[config.mk]
export PLATFORM = sky130hd
export DESIGN_NAME = distributed_credit_pool_core
export DESIGN_NICKNAME = d
export VERILOG_FILES = /design/src/sv/dcp_pkg.sv /design/src/sv/distributed_credit_pool_core.sv /design/src/sv/dcp_ram.sv /design/src/sv/dcp_div.sv /design/src/sv/dcp_ctrl.sv /design/src/sv/dcp_dpath.sv
export SDC_FILE = /design/constraint.sdc
export NUM_CORES = 2
export LEC_CHECK = 0
export BUFFER_PORTS_ARGS = -buffer_cell sky130_fd_sc_hd__buf_2
export CAP_MARGIN = 15
export CORE_ASPECT_RATIO = 0.9
export CORE_UTILIZATION = 50
export DETAILED_ROUTE_END_ITERATION = 12
export GPL_TIMING_DRIVEN = 1
export PLACE_DENSITY = 0.63
export SYNTH_ARGS = -nofsm -noshare
export SYNTH_HDL_FRONTEND = slang
export SYNTH_HIERARCHICAL = 1
export SYNTH_SLANG_ARGS = --single-unit
[constraint.sdc]
create_clock -name clk -period 12.6 [get_ports clk]
set_input_delay 1.89 -clock clk [delete_from_list [all_inputs] [get_ports clk]]
set_output_delay 1.89 -clock clk [all_outputs]
set_load 0.02 [all_outputs]
[src/sv/dcp_pkg.sv]
`default_nettype none

package dcp_pkg;

  // Field widths
  localparam int AMT_W     = 64;
  localparam int REQ_W     = 2;
  localparam int AGENT_W   = 3;
  localparam int CNT_W     = 4;
  localparam int STAT_W    = 2;
  localparam int DIV_CNT_W = $clog2(AMT_W);

  // Request types
  localparam logic [REQ_W-1:0] REQ_REBAL = 2'd0;
  localparam logic [REQ_W-1:0] REQ_ADD   = 2'd1;
  localparam logic [REQ_W-1:0] REQ_TAKE  = 2'd2;
  localparam logic [REQ_W-1:0] REQ_NOP   = 2'd3;

  // Result status codes
  localparam logic [STAT_W-1:0] ST_OK      = 2'd0;
  localparam logic [STAT_W-1:0] ST_NOSPACE = 2'd1;
  localparam logic [STAT_W-1:0] ST_OFFLINE = 2'd2;

  // Online count after reset
  localparam logic [CNT_W-1:0] ONLINE_RESET = 4'd8;

  // Counter write data select
  localparam logic [2:0] WR_SHARE    = 3'd0;
  localparam logic [2:0] WR_ADD      = 3'd1;
  localparam logic [2:0] WR_SUB_AMT  = 3'd2;
  localparam logic [2:0] WR_ZERO     = 3'd3;
  localparam logic [2:0] WR_SUB_NEED = 3'd4;
  localparam logic [2:0] WR_GOT      = 3'd5;

  // Balance register update select
  localparam logic [2:0] BAL_NONE  = 3'd0;
  localparam logic [2:0] BAL_ZERO  = 3'd1;
  localparam logic [2:0] BAL_SHREM = 3'd2;
  localparam logic [2:0] BAL_WDATA = 3'd3;
  localparam logic [2:0] BAL_RD    = 3'd4;

  typedef struct packed {
    logic [REQ_W-1:0]   req_type;
    logic [AGENT_W-1:0] agent_id;
    logic [AMT_W-1:0]   amount;
  } in_word_t;

  typedef struct packed {
    logic [STAT_W-1:0] status;
    logic [AMT_W-1:0]  agent_balance;
  } out_word_t;

  // Controller to datapath
  typedef struct packed {
    logic              capture;
    logic              div_start;
    logic              rd_en;
    logic              rd_me;
    logic              wr_en;
    logic              wr_me;
    logic [2:0]        wr_op;
    logic              idx_clr;
    logic              idx_inc;
    logic              walk_clr;
    logic              walk_add;
    logic [2:0]        bal_op;
    logic              stat_load;
    logic [STAT_W-1:0] stat_val;
    logic              out_load;
  } dcp_cmd_t;

  // Datapath to controller
  typedef struct packed {
    logic             offline;
    logic [REQ_W-1:0] req_type;
    logic             div_done;
    logic             idx_last;
    logic             me_enough;
    logic             walk_short;
  } dcp_stat_t;

endpackage

`default_nettype wire

[src/sv/distributed_credit_pool_core.sv]
// Path by request: an offline agent goes straight to the result; add, no-op and a take
// that its own counter covers read that counter once; a take that walks n agents reads them
// in order; a rebalance runs a bit-serial divider, then writes one counter per cycle.
// Throughput: one word at a time; the next word is taken the cycle after the result
// is registered, while that result may still wait at the output.
// Reset: synchronous rst_n; all counters read zero and online_count is 8 at once.
`default_nettype none

module distributed_credit_pool_core
  import dcp_pkg::*;
#(
  parameter int NUM_AGENTS = 8
) (
  input  wire logic             clk,
  input  wire logic             rst_n,
  input  wire logic             cfg_wr_en,
  input  wire logic [CNT_W-1:0] cfg_wr_data,
  input  wire logic             in_valid,
  output logic                  in_stall,
  input  wire in_word_t         in_data,
  output logic                  out_valid,
  input  wire logic             out_stall,
  output out_word_t             out_data
);

  dcp_cmd_t  cmd;
  dcp_stat_t stat;

  dcp_ctrl u_ctrl (
    .clk       (clk),
    .rst_n     (rst_n),
    .in_valid  (in_valid),
    .in_stall  (in_stall),
    .out_valid (out_valid),
    .out_stall (out_stall),
    .stat      (stat),
    .cmd       (cmd)
  );

  dcp_dpath #(
    .NUM_AGENTS (NUM_AGENTS)
  ) u_dpath (
    .clk         (clk),
    .rst_n       (rst_n),
    .cfg_wr_en   (cfg_wr_en),
    .cfg_wr_data (cfg_wr_data),
    .in_data     (in_data),
    .cmd         (cmd),
    .stat        (stat),
    .out_data    (out_data)
  );

endmodule

`default_nettype wire

[src/sv/dcp_ram.sv]
`default_nettype none

module dcp_ram #(
  parameter int WIDTH = 64,
  parameter int DEPTH = 8
) (
  input  wire logic                                  clk,
  input  wire logic                                  we,
  input  wire logic [(DEPTH > 1 ? $clog2(DEPTH) : 1)-1:0] waddr,
  input  wire logic [WIDTH-1:0]                      wdata,
  input  wire logic                                  re,
  input  wire logic [(DEPTH > 1 ? $clog2(DEPTH) : 1)-1:0] raddr,
  output logic      [WIDTH-1:0]                      rdata
);

  logic [WIDTH-1:0] mem [DEPTH];

  // Write port, registered read port
  always_ff @(posedge clk) begin
    if (we) begin
      mem[waddr] <= wdata;
    end
    if (re) begin
      rdata <= mem[raddr];
    end
  end

endmodule

`default_nettype wire

[src/sv/dcp_div.sv]
`default_nettype none

module dcp_div
  import dcp_pkg::*;
(
  input  wire logic             clk,
  input  wire logic             rst_n,
  input  wire logic             start,
  input  wire logic [AMT_W-1:0] dividend,
  input  wire logic [CNT_W-1:0] divisor,
  output logic                  done,
  output logic      [AMT_W-1:0] quot,
  output logic      [CNT_W-1:0] rem
);

  localparam logic [DIV_CNT_W-1:0] DIV_LAST = DIV_CNT_W'(AMT_W - 1);

  logic                 busy_r, busy_nxt;
  logic [DIV_CNT_W-1:0] cnt_r, cnt_nxt;
  logic [AMT_W-1:0]     quot_r, quot_nxt;
  logic [CNT_W-1:0]     rem_r, rem_nxt;
  logic [CNT_W-1:0]     den_r, den_nxt;
  logic [CNT_W:0]       trial;
  logic                 fits;

  // One quotient bit per cycle, restoring
  assign trial = {rem_r, quot_r[AMT_W-1]};
  assign fits  = trial >= {1'b0, den_r};

  always_comb begin
    busy_nxt = busy_r;
    cnt_nxt  = cnt_r;
    quot_nxt = quot_r;
    rem_nxt  = rem_r;
    den_nxt  = den_r;
    if (start) begin
      busy_nxt = 1'b1;
      cnt_nxt  = '0;
      quot_nxt = dividend;
      rem_nxt  = '0;
      den_nxt  = divisor;
    end else if (busy_r) begin
      quot_nxt = {quot_r[AMT_W-2:0], fits};
      rem_nxt  = fits ? CNT_W'(trial - {1'b0, den_r}) : trial[CNT_W-1:0];
      cnt_nxt  = cnt_r + 1'b1;
      if (cnt_r == DIV_LAST) begin
        busy_nxt = 1'b0;
      end
    end
  end

  always_ff @(posedge clk) begin
    if (!rst_n) begin
      busy_r <= 1'b0;
      cnt_r  <= '0;
    end else begin
      busy_r <= busy_nxt;
      cnt_r  <= cnt_nxt;
    end
  end

  always_ff @(posedge clk) begin
    quot_r <= quot_nxt;
    rem_r  <= rem_nxt;
    den_r  <= den_nxt;
  end

  assign done = busy_r && (cnt_r == DIV_LAST);
  assign quot = quot_r;
  assign rem  = rem_r;

endmodule

`default_nettype wire

[src/sv/dcp_ctrl.sv]
`default_nettype none

module dcp_ctrl
  import dcp_pkg::*;
(
  input  wire logic      clk,
  input  wire logic      rst_n,
  input  wire logic      in_valid,
  output logic           in_stall,
  output logic           out_valid,
  input  wire logic      out_stall,
  input  wire dcp_stat_t stat,
  output dcp_cmd_t       cmd
);

  localparam logic [3:0] S_IDLE  = 4'd0;
  localparam logic [3:0] S_DISP  = 4'd1;
  localparam logic [3:0] S_DIV   = 4'd2;
  localparam logic [3:0] S_RBW   = 4'd3;
  localparam logic [3:0] S_RDME  = 4'd4;
  localparam logic [3:0] S_TKME  = 4'd5;
  localparam logic [3:0] S_WALK  = 4'd6;
  localparam logic [3:0] S_FAIL  = 4'd7;
  localparam logic [3:0] S_RDFIN = 4'd8;
  localparam logic [3:0] S_FIN   = 4'd9;
  localparam logic [3:0] S_DONE  = 4'd10;

  logic [3:0] state_r, state_nxt;
  logic       out_valid_r, out_valid_nxt;

  // Sequence one request through the datapath
  always_comb begin
    cmd       = '0;
    state_nxt = state_r;
    unique case (state_r)
      S_IDLE: begin
        if (in_valid) begin
          cmd.capture = 1'b1;
          state_nxt   = S_DISP;
        end
      end
      S_DISP: begin
        cmd.idx_clr = 1'b1;
        if (stat.offline) begin
          cmd.bal_op    = BAL_ZERO;
          cmd.stat_load = 1'b1;
          cmd.stat_val  = ST_OFFLINE;
          state_nxt     = S_DONE;
        end else begin
          cmd.stat_load = 1'b1;
          cmd.stat_val  = ST_OK;
          unique case (stat.req_type)
            REQ_REBAL: begin
              cmd.div_start = 1'b1;
              state_nxt     = S_DIV;
            end
            REQ_TAKE: begin
              cmd.rd_en = 1'b1;
              cmd.rd_me = 1'b1;
              state_nxt = S_TKME;
            end
            REQ_ADD, REQ_NOP: begin
              cmd.rd_en = 1'b1;
              cmd.rd_me = 1'b1;
              state_nxt = S_RDME;
            end
          endcase
        end
      end
      S_DIV: begin
        if (stat.div_done) begin
          state_nxt = S_RBW;
        end
      end
      S_RBW: begin
        // write the share to each online counter, requester gets the remainder too
        cmd.wr_en = 1'b1;
        cmd.wr_op = WR_SHARE;
        if (stat.idx_last) begin
          cmd.bal_op = BAL_SHREM;
          state_nxt  = S_DONE;
        end else begin
          cmd.idx_inc = 1'b1;
        end
      end
      S_RDME: begin
        if (stat.req_type == REQ_ADD) begin
          cmd.wr_en  = 1'b1;
          cmd.wr_me  = 1'b1;
          cmd.wr_op  = WR_ADD;
          cmd.bal_op = BAL_WDATA;
        end else begin
          cmd.bal_op = BAL_RD;
        end
        state_nxt = S_DONE;
      end
      S_TKME: begin
        if (stat.me_enough) begin
          cmd.wr_en  = 1'b1;
          cmd.wr_me  = 1'b1;
          cmd.wr_op  = WR_SUB_AMT;
          cmd.bal_op = BAL_WDATA;
          state_nxt  = S_DONE;
        end else begin
          cmd.walk_clr = 1'b1;
          cmd.rd_en    = 1'b1;
          state_nxt    = S_WALK;
        end
      end
      S_WALK: begin
        cmd.wr_en = 1'b1;
        if (stat.walk_short) begin
          // drain this counter and move on
          cmd.wr_op    = WR_ZERO;
          cmd.walk_add = 1'b1;
          if (stat.idx_last) begin
            state_nxt = S_FAIL;
          end else begin
            cmd.idx_inc = 1'b1;
            cmd.rd_en   = 1'b1;
          end
        end else begin
          cmd.wr_op = WR_SUB_NEED;
          state_nxt = S_RDFIN;
        end
      end
      S_FAIL: begin
        cmd.wr_en     = 1'b1;
        cmd.wr_me     = 1'b1;
        cmd.wr_op     = WR_GOT;
        cmd.bal_op    = BAL_WDATA;
        cmd.stat_load = 1'b1;
        cmd.stat_val  = ST_NOSPACE;
        state_nxt     = S_DONE;
      end
      S_RDFIN: begin
        cmd.rd_en = 1'b1;
        cmd.rd_me = 1'b1;
        state_nxt = S_FIN;
      end
      S_FIN: begin
        cmd.bal_op = BAL_RD;
        state_nxt  = S_DONE;
      end
      S_DONE: begin
        if (!out_valid_r || !out_stall) begin
          cmd.out_load = 1'b1;
          state_nxt    = S_IDLE;
        end
      end
      default: begin
        state_nxt = S_IDLE;
      end
    endcase
  end

  // Hold the result word until taken
  always_comb begin
    out_valid_nxt = out_valid_r;
    if (cmd.out_load) begin
      out_valid_nxt = 1'b1;
    end else if (!out_stall) begin
      out_valid_nxt = 1'b0;
    end
  end

  always_ff @(posedge clk) begin
    if (!rst_n) begin
      state_r     <= S_IDLE;
      out_valid_r <= 1'b0;
    end else begin
      state_r     <= state_nxt;
      out_valid_r <= out_valid_nxt;
    end
  end

  assign in_stall  = (state_r != S_IDLE);
  assign out_valid = out_valid_r;

endmodule

`default_nettype wire

[src/sv/dcp_dpath.sv]
`default_nettype none

module dcp_dpath
  import dcp_pkg::*;
#(
  parameter int NUM_AGENTS = 8
) (
  input  wire logic             clk,
  input  wire logic             rst_n,
  input  wire logic             cfg_wr_en,
  input  wire logic [CNT_W-1:0] cfg_wr_data,
  input  wire in_word_t         in_data,
  input  wire dcp_cmd_t         cmd,
  output dcp_stat_t             stat,
  output out_word_t             out_data
);

  localparam int AW = (NUM_AGENTS > 1) ? $clog2(NUM_AGENTS) : 1;

  logic [CNT_W-1:0]      online_r;
  logic [CNT_W-1:0]      n_eff;
  logic [REQ_W-1:0]      req_type_r;
  logic [AGENT_W-1:0]    agent_r;
  logic [AMT_W-1:0]      amount_r;
  logic [CNT_W-1:0]      n_r;
  logic [CNT_W-1:0]      idx_r, idx_nxt, rd_idx;
  logic [AMT_W-1:0]      got_r, need_r;
  logic [AMT_W-1:0]      bal_r, bal_nxt;
  logic [STAT_W-1:0]     stat_r;
  out_word_t             out_r;
  logic [NUM_AGENTS-1:0] valid_r;
  logic                  vld_q;
  logic [AW-1:0]         me_addr, waddr, raddr;
  logic [AMT_W-1:0]      ram_rdata, rd_val, wdata, share_rem;
  logic                  div_done;
  logic [AMT_W-1:0]      quot;
  logic [CNT_W-1:0]      rem;

  // Clamp the online count to one .. NUM_AGENTS
  always_comb begin
    if (online_r == '0) begin
      n_eff = CNT_W'(1);
    end else if (int'(online_r) > NUM_AGENTS) begin
      n_eff = CNT_W'(NUM_AGENTS);
    end else begin
      n_eff = online_r;
    end
  end

  always_ff @(posedge clk) begin
    if (!rst_n) begin
      online_r <= ONLINE_RESET;
    end else if (cfg_wr_en) begin
      online_r <= cfg_wr_data;
    end
  end

  // Latch the request word
  always_ff @(posedge clk) begin
    if (cmd.capture) begin
      req_type_r <= in_data.req_type;
      agent_r    <= in_data.agent_id;
      amount_r   <= in_data.amount;
      n_r        <= n_eff;
    end
  end

  // Walk index
  always_comb begin
    idx_nxt = idx_r;
    if (cmd.idx_clr) begin
      idx_nxt = '0;
    end else if (cmd.idx_inc) begin
      idx_nxt = idx_r + 1'b1;
    end
  end
  assign rd_idx = cmd.idx_inc ? idx_r + 1'b1 : idx_r;

  always_ff @(posedge clk) begin
    idx_r <= idx_nxt;
  end

  // Gathered credit and what is still missing
  always_ff @(posedge clk) begin
    if (cmd.walk_clr) begin
      got_r  <= '0;
      need_r <= amount_r;
    end else if (cmd.walk_add) begin
      got_r  <= got_r + rd_val;
      need_r <= need_r - rd_val;
    end
  end

  // Counter store: never-written entries read as zero
  assign me_addr = AW'(agent_r);
  assign waddr   = cmd.wr_me ? me_addr : AW'(idx_r);
  assign raddr   = cmd.rd_me ? me_addr : AW'(rd_idx);

  dcp_ram #(
    .WIDTH (AMT_W),
    .DEPTH (NUM_AGENTS)
  ) u_ram (
    .clk   (clk),
    .we    (cmd.wr_en),
    .waddr (waddr),
    .wdata (wdata),
    .re    (cmd.rd_en),
    .raddr (raddr),
    .rdata (ram_rdata)
  );

  always_ff @(posedge clk) begin
    if (!rst_n) begin
      valid_r <= '0;
    end else if (cmd.wr_en) begin
      valid_r[waddr] <= 1'b1;
    end
  end

  always_ff @(posedge clk) begin
    if (cmd.rd_en) begin
      vld_q <= valid_r[raddr];
    end
  end

  assign rd_val = vld_q ? ram_rdata : '0;

  // Share per agent
  dcp_div u_div (
    .clk      (clk),
    .rst_n    (rst_n),
    .start    (cmd.div_start),
    .dividend (amount_r),
    .divisor  (n_r),
    .done     (div_done),
    .quot     (quot),
    .rem      (rem)
  );

  assign share_rem = quot + AMT_W'(rem);

  // Counter write data
  always_comb begin
    unique case (cmd.wr_op)
      WR_SHARE:    wdata = (AW'(idx_r) == me_addr) ? share_rem : quot;
      WR_ADD:      wdata = rd_val + amount_r;
      WR_SUB_AMT:  wdata = rd_val - amount_r;
      WR_ZERO:     wdata = '0;
      WR_SUB_NEED: wdata = rd_val - need_r;
      WR_GOT:      wdata = got_r;
      default:     wdata = '0;
    endcase
  end

  // Requester balance and status
  always_comb begin
    unique case (cmd.bal_op)
      BAL_ZERO:  bal_nxt = '0;
      BAL_SHREM: bal_nxt = share_rem;
      BAL_WDATA: bal_nxt = wdata;
      BAL_RD:    bal_nxt = rd_val;
      default:   bal_nxt = bal_r;
    endcase
  end

  always_ff @(posedge clk) begin
    bal_r <= bal_nxt;
    if (cmd.stat_load) begin
      stat_r <= cmd.stat_val;
    end
    if (cmd.out_load) begin
      out_r.status        <= stat_r;
      out_r.agent_balance <= bal_r;
    end
  end

  assign out_data = out_r;

  // Status back to the controller
  assign stat.offline    = {1'b0, agent_r} >= n_r;
  assign stat.req_type   = req_type_r;
  assign stat.div_done   = div_done;
  assign stat.idx_last   = (idx_r == n_r - CNT_W'(1));
  assign stat.me_enough  = rd_val >= amount_r;
  assign stat.walk_short = rd_val < need_r;

endmodule

`default_nettype wire

# [After elaboration in Yosys (flattened, before gate mapping)]
# Memories as Yosys holds them, arrays and structs flattened. A register that Yosys moved wholly into a read port is not among the register bits.
# Cells that the tools add are included.
[op_classes] n_reduce_logical=20 add_sub_neg=10 bitwise_logic=2 eq_ne=30 muxes=65 order_cmp=8
[op_table] cell="64-bit two-way mux" n=6
[op_table] cell="64-bit case mux with 5 select lines" n=1
[op_table] cell="64-bit case mux with 4 select lines" n=1
[op_table] cell="64-bit subtractor" n=3
[op_table] cell="64-bit adder" n=2
[op_table] cell="64-bit by 4-bit adder with 64-bit output" n=1
[op_table] cell="64-bit greater-or-equal comparator" n=1
[op_table] cell="64-bit less-than comparator" n=1
[op_table] cell="4-bit two-way mux" n=10
[op_table] cell="4-bit case mux with 9 select lines" n=1
[op_table] cell="1-bit two-way mux" n=23
[op_table] cell="3-bit two-way mux" n=6
[op_table] cell="3-bit case mux with 6 select lines" n=1
[op_table] cell="4-bit by 3-bit equality test with 1-bit output, second input constant" n=4
[op_table] cell="4-bit equality test, second input constant" n=3
[op_table] cell="3-bit case mux with 4 select lines" n=1
[op_table] cell="4-bit case mux with 3 select lines" n=1
[op_table] cell="5-bit two-way mux" n=2
[op_table] cell="3-bit by 2-bit equality test with 1-bit output, second input constant" n=3
[op_table] cell="3-bit equality test, second input constant" n=3
[op_table] cell="3-bit OR reduction" n=3
[op_table] cell="4-bit by 2-bit equality test with 1-bit output, second input constant" n=2
[op_table] cell="4-bit logical NOT" n=2
[op_table] cell="3-bit by 4-bit less-than comparator with 1-bit output, second input constant" n=2
[op_table] cell="36 further kinds" n=52
[word_totals] ramBits=512 n_memories=1 word_cells=159 inputBits=78 output_inout_bits=68 register_bits=434
[memory_table] memory="u_dpath.u_ram.mem" words=8 word_bits=64 rd=1 rd_clocked_by_memory_dff=1 write_ports=1 line_no="dcp_ram.sv:16" text="logic [WIDTH-1:0] mem [DEPTH];"

# [Depth between registers and ports, before layout]
[logic_depth] depth_word=10 mapped_depth=42

# [By module]
# Netlist, hierarchy kept.
[modules_own_cells] mod="dcp_dpath" area_each_um2=41103.2 cells_per_inst=5357 n_inst=1
[modules_own_cells] mod="dcp_ram" area_each_um2=21187.8 cells_per_inst=816 n_inst=1
[modules_own_cells] mod="dcp_div" area_each_um2=3452.1 cells_per_inst=213 n_inst=1
[modules_own_cells] mod="dcp_ctrl" area_each_um2=701.9 cells_per_inst=104 n_inst=1

# [Worst setup path after synthesis]
# No wires, ideal clock.
[synth_path] kind="flip-flop to flip-flop" start="register u_dpath.vld_q" end="memory u_dpath.u_ram.mem[0][0], enable pin" arrival_ps=10511 required_time_ps=12035 setup_slack_ps=1524 path_stages_with_launch=36 setup_ps=565 cell_sequence="edfxtp_1 -> buf_6 -> buf_6 -> buf_4 -> buf_4 -> buf_4 -> buf_2 -> buf_2 -> buf_2 -> buf_2 -> buf_2 -> buf_2 -> buf_1 -> nand2_1 -> ha_1 -> inv_1 -> ha_1 -> o211ai_1 -> a22oi_2 -> o2111a_1 -> a32oi_1 -> a211oi_2 -> nor4_2 -> o21ai_2 -> a221oi_2 -> or2_1 -> a21oi_1 -> o21bai_1 -> a31oi_1 -> a211o_1 -> o21ai_0 -> a21oi_1 -> mux2i_1 -> inv_1 -> nand2b_1 -> nor3_1"
[synth_rtl] element="start, declared" line_no="dcp_dpath.sv:32" text="logic vld_q;"
[synth_rtl] element="start signal, assigned" line_no="dcp_dpath.sv:122" text="vld_q <= valid_r[raddr];"
[synth_rtl] element="end, declared" line_no="dcp_ram.sv:16"

==> flow_metrics.env <==
export IMPL_outcome="complete, no violations"
export IMPL_grt_pass1_vias=51330
export IMPL_globalRouteOverflowTotal=0
export IMPL_crit_type="reg2reg"
export IMPL_start_util_pct=50.54
export IMPL_clkTransAtPathRegs_ns=0.06
export IMPL_fin_crit_ns=9.640
export IMPL_final_nets=6677
export IMPL_die_h_um=347.8
export IMPL_min_period_over_period_pct=76.51
export IMPL_hold_buffers=0
export IMPL_crit_chain="buf_4, buf_4, nand2_1, xor2_1, nand2_1, or2_2, nor3_1, nand3_1, nor2_1, nor2_1, a21oi_1, o21bai_1, a31oi_1, a211o_1, o21ai_0, a21oi_1, mux2i_1, inv_1, nand2b_1, nor3_2, buf_4, buf_4"
export IMPL_yosys_cell_types_count=133
export IMPL_power_density_nw_per_um2=238.5
export IMPL_numPortBuffers=145
export IMPL_cts_buffers=105
export IMPL_totalWireLength_mm=258.4
export IMPL_cts_buffer_depth=3
export IMPL_worstMarginPinSlew_ns=1.285
export IMPL_synth_seq_cells=1010
export IMPL_io_pins=146
export IMPL_hold_class="reg2reg"
export IMPL_whs_path_depth=0
export IMPL_crit_path_top_delay_cell="edfxtp_1"
export IMPL_syn2layout_area_growth_pct=8.451
export IMPL_worst_hold_startpoint="u_dpath/bal_r[18]$_DFFE_PP_"
export IMPL_reg2reg_slack_ns=2.96
export IMPL_grt_total_usage_pct=37.63
export IMPL_ys_warnings_count=6
export IMPL_fin_skew_ns=0.05283
export IMPL_ant_nets=0
export IMPL_avgSynthCellArea_um2=10.24
export IMPL_setup_viol=0
export IMPL_routedWlPerCell_um=31.30
export IMPL_globalplace_congestion=1.078
export IMPL_synth_largest_area_cell="edfxtp_1"
export IMPL_fp_dieArea_um2=134400
export IMPL_coreArea_um2=131500
export IMPL_worstReg2RegStart="u_dpath/vld_q$_DFFE_PP_"
export IMPL_fin_tns_setup_ns=0
export IMPL_setup_worst_path_end_class="flop"
export IMPL_ys_top_cells_by_area="edfxtp_1 (41%), mux4_2 (4.4%), xnor2_1 (4.3%)"
export IMPL_r2r_end="u_dpath/u_ram/mem[0][37]$_DFFE_PP_"
export IMPL_yosys_cell_count_top_type="edfxtp_1"
export IMPL_grt_max_degree=129
export IMPL_rsz0062_at_grt="no"
export IMPL_crit_path_start_kind="flop"
export IMPL_yosys_area_top_type_share_pct=41.31
export IMPL_htreeDepth=3
export IMPL_multi_input_area_um2=34230
export IMPL_via_per_inst=6.786
export IMPL_cts_resized=0
export IMPL_cp_top_family="simple AND/OR/NAND/NOR gates"
export IMPL_placement_rows=126
export IMPL_cap_violations=0
export IMPL_first_iter_violations=8696
export IMPL_clock_sinks=1010
export IMPL_worstPathArrival_ns=10.00
export IMPL_critical_path_buf_inv_count=5
export IMPL_die_w_um=386.3
export IMPL_hold_path_endpoint="u_dpath/out_data[18]$_DFFE_PP_"
export IMPL_required_ns=12.96
export IMPL_finalHoldViolCount=0
export IMPL_yosysSeqAreaShare_pct=44.20
export IMPL_final_instance_count_excl_fill=8255
export IMPL_worstSkewPairLatency_ns=0.77
export IMPL_antenna_found_initial=19
export IMPL_fillers=11560
export IMPL_regArea_um2=29370
export IMPL_crit_path_frequent_cell="buf_4"
export IMPL_syn_area_um2=66440
export IMPL_rr_worst_depth=22
export IMPL_root_buffer="clkbuf_16"
export IMPL_ir_drop_mv=0.2124
export IMPL_drive_gt1_share_pct=13.32
export IMPL_grt_pass1_wl_mm=366.2
export IMPL_fmax_mhz=103.7
export IMPL_leakage_nw=25.07
export IMPL_max_stage_delay_ns=0.82
export IMPL_drc=0
export IMPL_drtPass1Iterations=7
export IMPL_hpwl_mm=190.1
export IMPL_post_cts_repair_setup_buffers=0
export IMPL_cts_tree="done"
export IMPL_slew_violations=0
export IMPL_ys_flop_type="edfxtp_1"
export IMPL_synthArstFlopShare_pct=0
export IMPL_synth_edff_count=914
export IMPL_synth_nets=6744
export IMPL_placed_cells=8040
export IMPL_via_count=56020
export IMPL_cp_max_fo=67
export IMPL_syn_inst=6490
export IMPL_synth_common_cells="edfxtp_1 (914), nand2_1 (631), nor2_1 (460)"
export IMPL_maxSlewHeadroom_pct=14.36
## flip-flops by register name, summed over array words and instances, names as in the netlist, 6 cells and up
signal and flops:
u_dpath/got_r 64, u_dpath/u_div/cnt_r 6, u_dpath/u_div/quot 64, u_dpath/bal_r 64
u_dpath/out_data 66, u_dpath/amount_r 64, u_dpath/u_ram/rdata 64, u_dpath/need_r 64
u_dpath/valid_r 8, u_dpath/u_ram/mem 512
## worst reg2reg max path, cell delays in order, from the launching register on
cell,delay [ns]
edfxtp_1,0.82
buf_4,0.45
buf_4,0.73
nand2_1,0.42
xor2_1,0.45
nand2_1,0.18
or2_2,0.41
nor3_1,0.69
nand3_1,0.41
nor2_1,0.63
nor2_1,0.10
a21oi_1,0.16
o21bai_1,0.08
a31oi_1,0.27
a211o_1,0.26
o21ai_0,0.12
a21oi_1,0.55
mux2i_1,0.42
inv_1,0.16
nand2b_1,0.33
nor3_2,0.23
buf_4,0.63
buf_4,0.70
## per-layer routing
metal / vias up / wire length, µm / track usage (%)
li1: 24130 / - / -
met1: 27480 / 108200 / 55.10
met2: 3814 / 104500 / 51.85
met3: 584 / 34910 / 11.65
met4: 8 / 10710 / 13.44
met5: - / 82 / 0
## kinds of logic after synthesis
| logic type | share of synthesized area (%) |
|---|---|
| buffers and inverters | 4.551 |
| AND/OR/NAND/NOR | 14.25 |
| flip-flops | 44.20 |
| multiplexers | 7.067 |
| adder cells (fa/ha/maj) | 4.290 |
| AO/OA/AOI/OAI | 18.26 |
| XOR/XNOR | 7.378 |
## layout make-up
type                       instances  area share (%)
tap                             1728           3.000
clock buffer                     124           3.842
inverter                         214           1.130
multi-input combinational       4822           47.51
timing repair buffer             270           2.368
clock inverter                    75           1.354
sequential                      1010           40.75
antenna                           12         0.04167
## worst max-delay path by stage
| stage | startpoint | end | slack [ns] | depth (start not counted) |
|---|---|---|---|---|
| final | u_dpath/vld_q$_DFFE_PP_ | u_dpath/u_ram/mem[0][37]$_DFFE_PP_ | 2.96 | 22 |
| after global routing | u_dpath/vld_q$_DFFE_PP_ | u_dpath/u_ram/mem[0][37]$_DFFE_PP_ | 2.51 | 22 |
| after CTS | u_dpath/vld_q$_DFFE_PP_ | u_dpath/u_ram/mem[0][37]$_DFFE_PP_ | 3.15 | 22 |
| after detailed placement | u_dpath/vld_q$_DFFE_PP_ | u_dpath/u_ram/mem[0][61]$_DFFE_PP_ | 3.20 | 22 |
| after global placement | u_dpath/vld_q$_DFFE_PP_ | u_dpath/u_ram/mem[0][61]$_DFFE_PP_ | 3.30 | 22 |
| after floorplan | u_dpath/vld_q$_DFFE_PP_ | u_dpath/u_ram/mem[0][0]$_DFFE_PP_ | 1.52 | 35 |
## cells in the final DEF, fill, tap and decap left out, types with 37 or more instances in the layout
master,n
edfxtp_1,914
o21ai_0,414
mux4_2,130
nor2b_1,127
a22oi_1,44
clkbuf_16,105
buf_4,115
a21o_1,125
o22ai_1,78
o21bai_1,59
a21oi_1,340
nor3_1,79
ha_1,173
o221ai_1,55
nand4_1,66
inv_1,205
or2_2,37
o31ai_1,37
a31oi_1,79
dfxtp_1,96
maj3_1,58
o21ai_1,60
nand2b_1,130
buf_2,147
xor2_1,227
o211ai_1,52
and2_1,68
nand2_1,630
o21a_1,37
and3_1,57
a32oi_1,49
xnor2_1,328
nor2_1,450
mux2_2,132
nand3_1,101
## stage by stage
step	setup WS [ns]	utilization, %	area (µm²)	hold WS, ns	power (mW)
after floorplan	1.524	-	66450	0.4003	10.89
after global placement	3.297	51.90	68230	0.4053	13.42
after detailed placement	3.197	51.91	68260	0.4045	13.46
after CTS	3.146	54.76	72000	0.4169	16.87
after global routing	2.513	54.78	72030	0.4332	17.84
final	2.960	54.81	72060	0.4177	17.18
## where the power goes
part	switching (mW)	internal, mW	total, mW
clock network	1.46	1.92	3.38
registers	0.879	4.47	5.35
logic	5.41	3.05	8.46
Note: power is estimated with default switching activity, not from simulation.
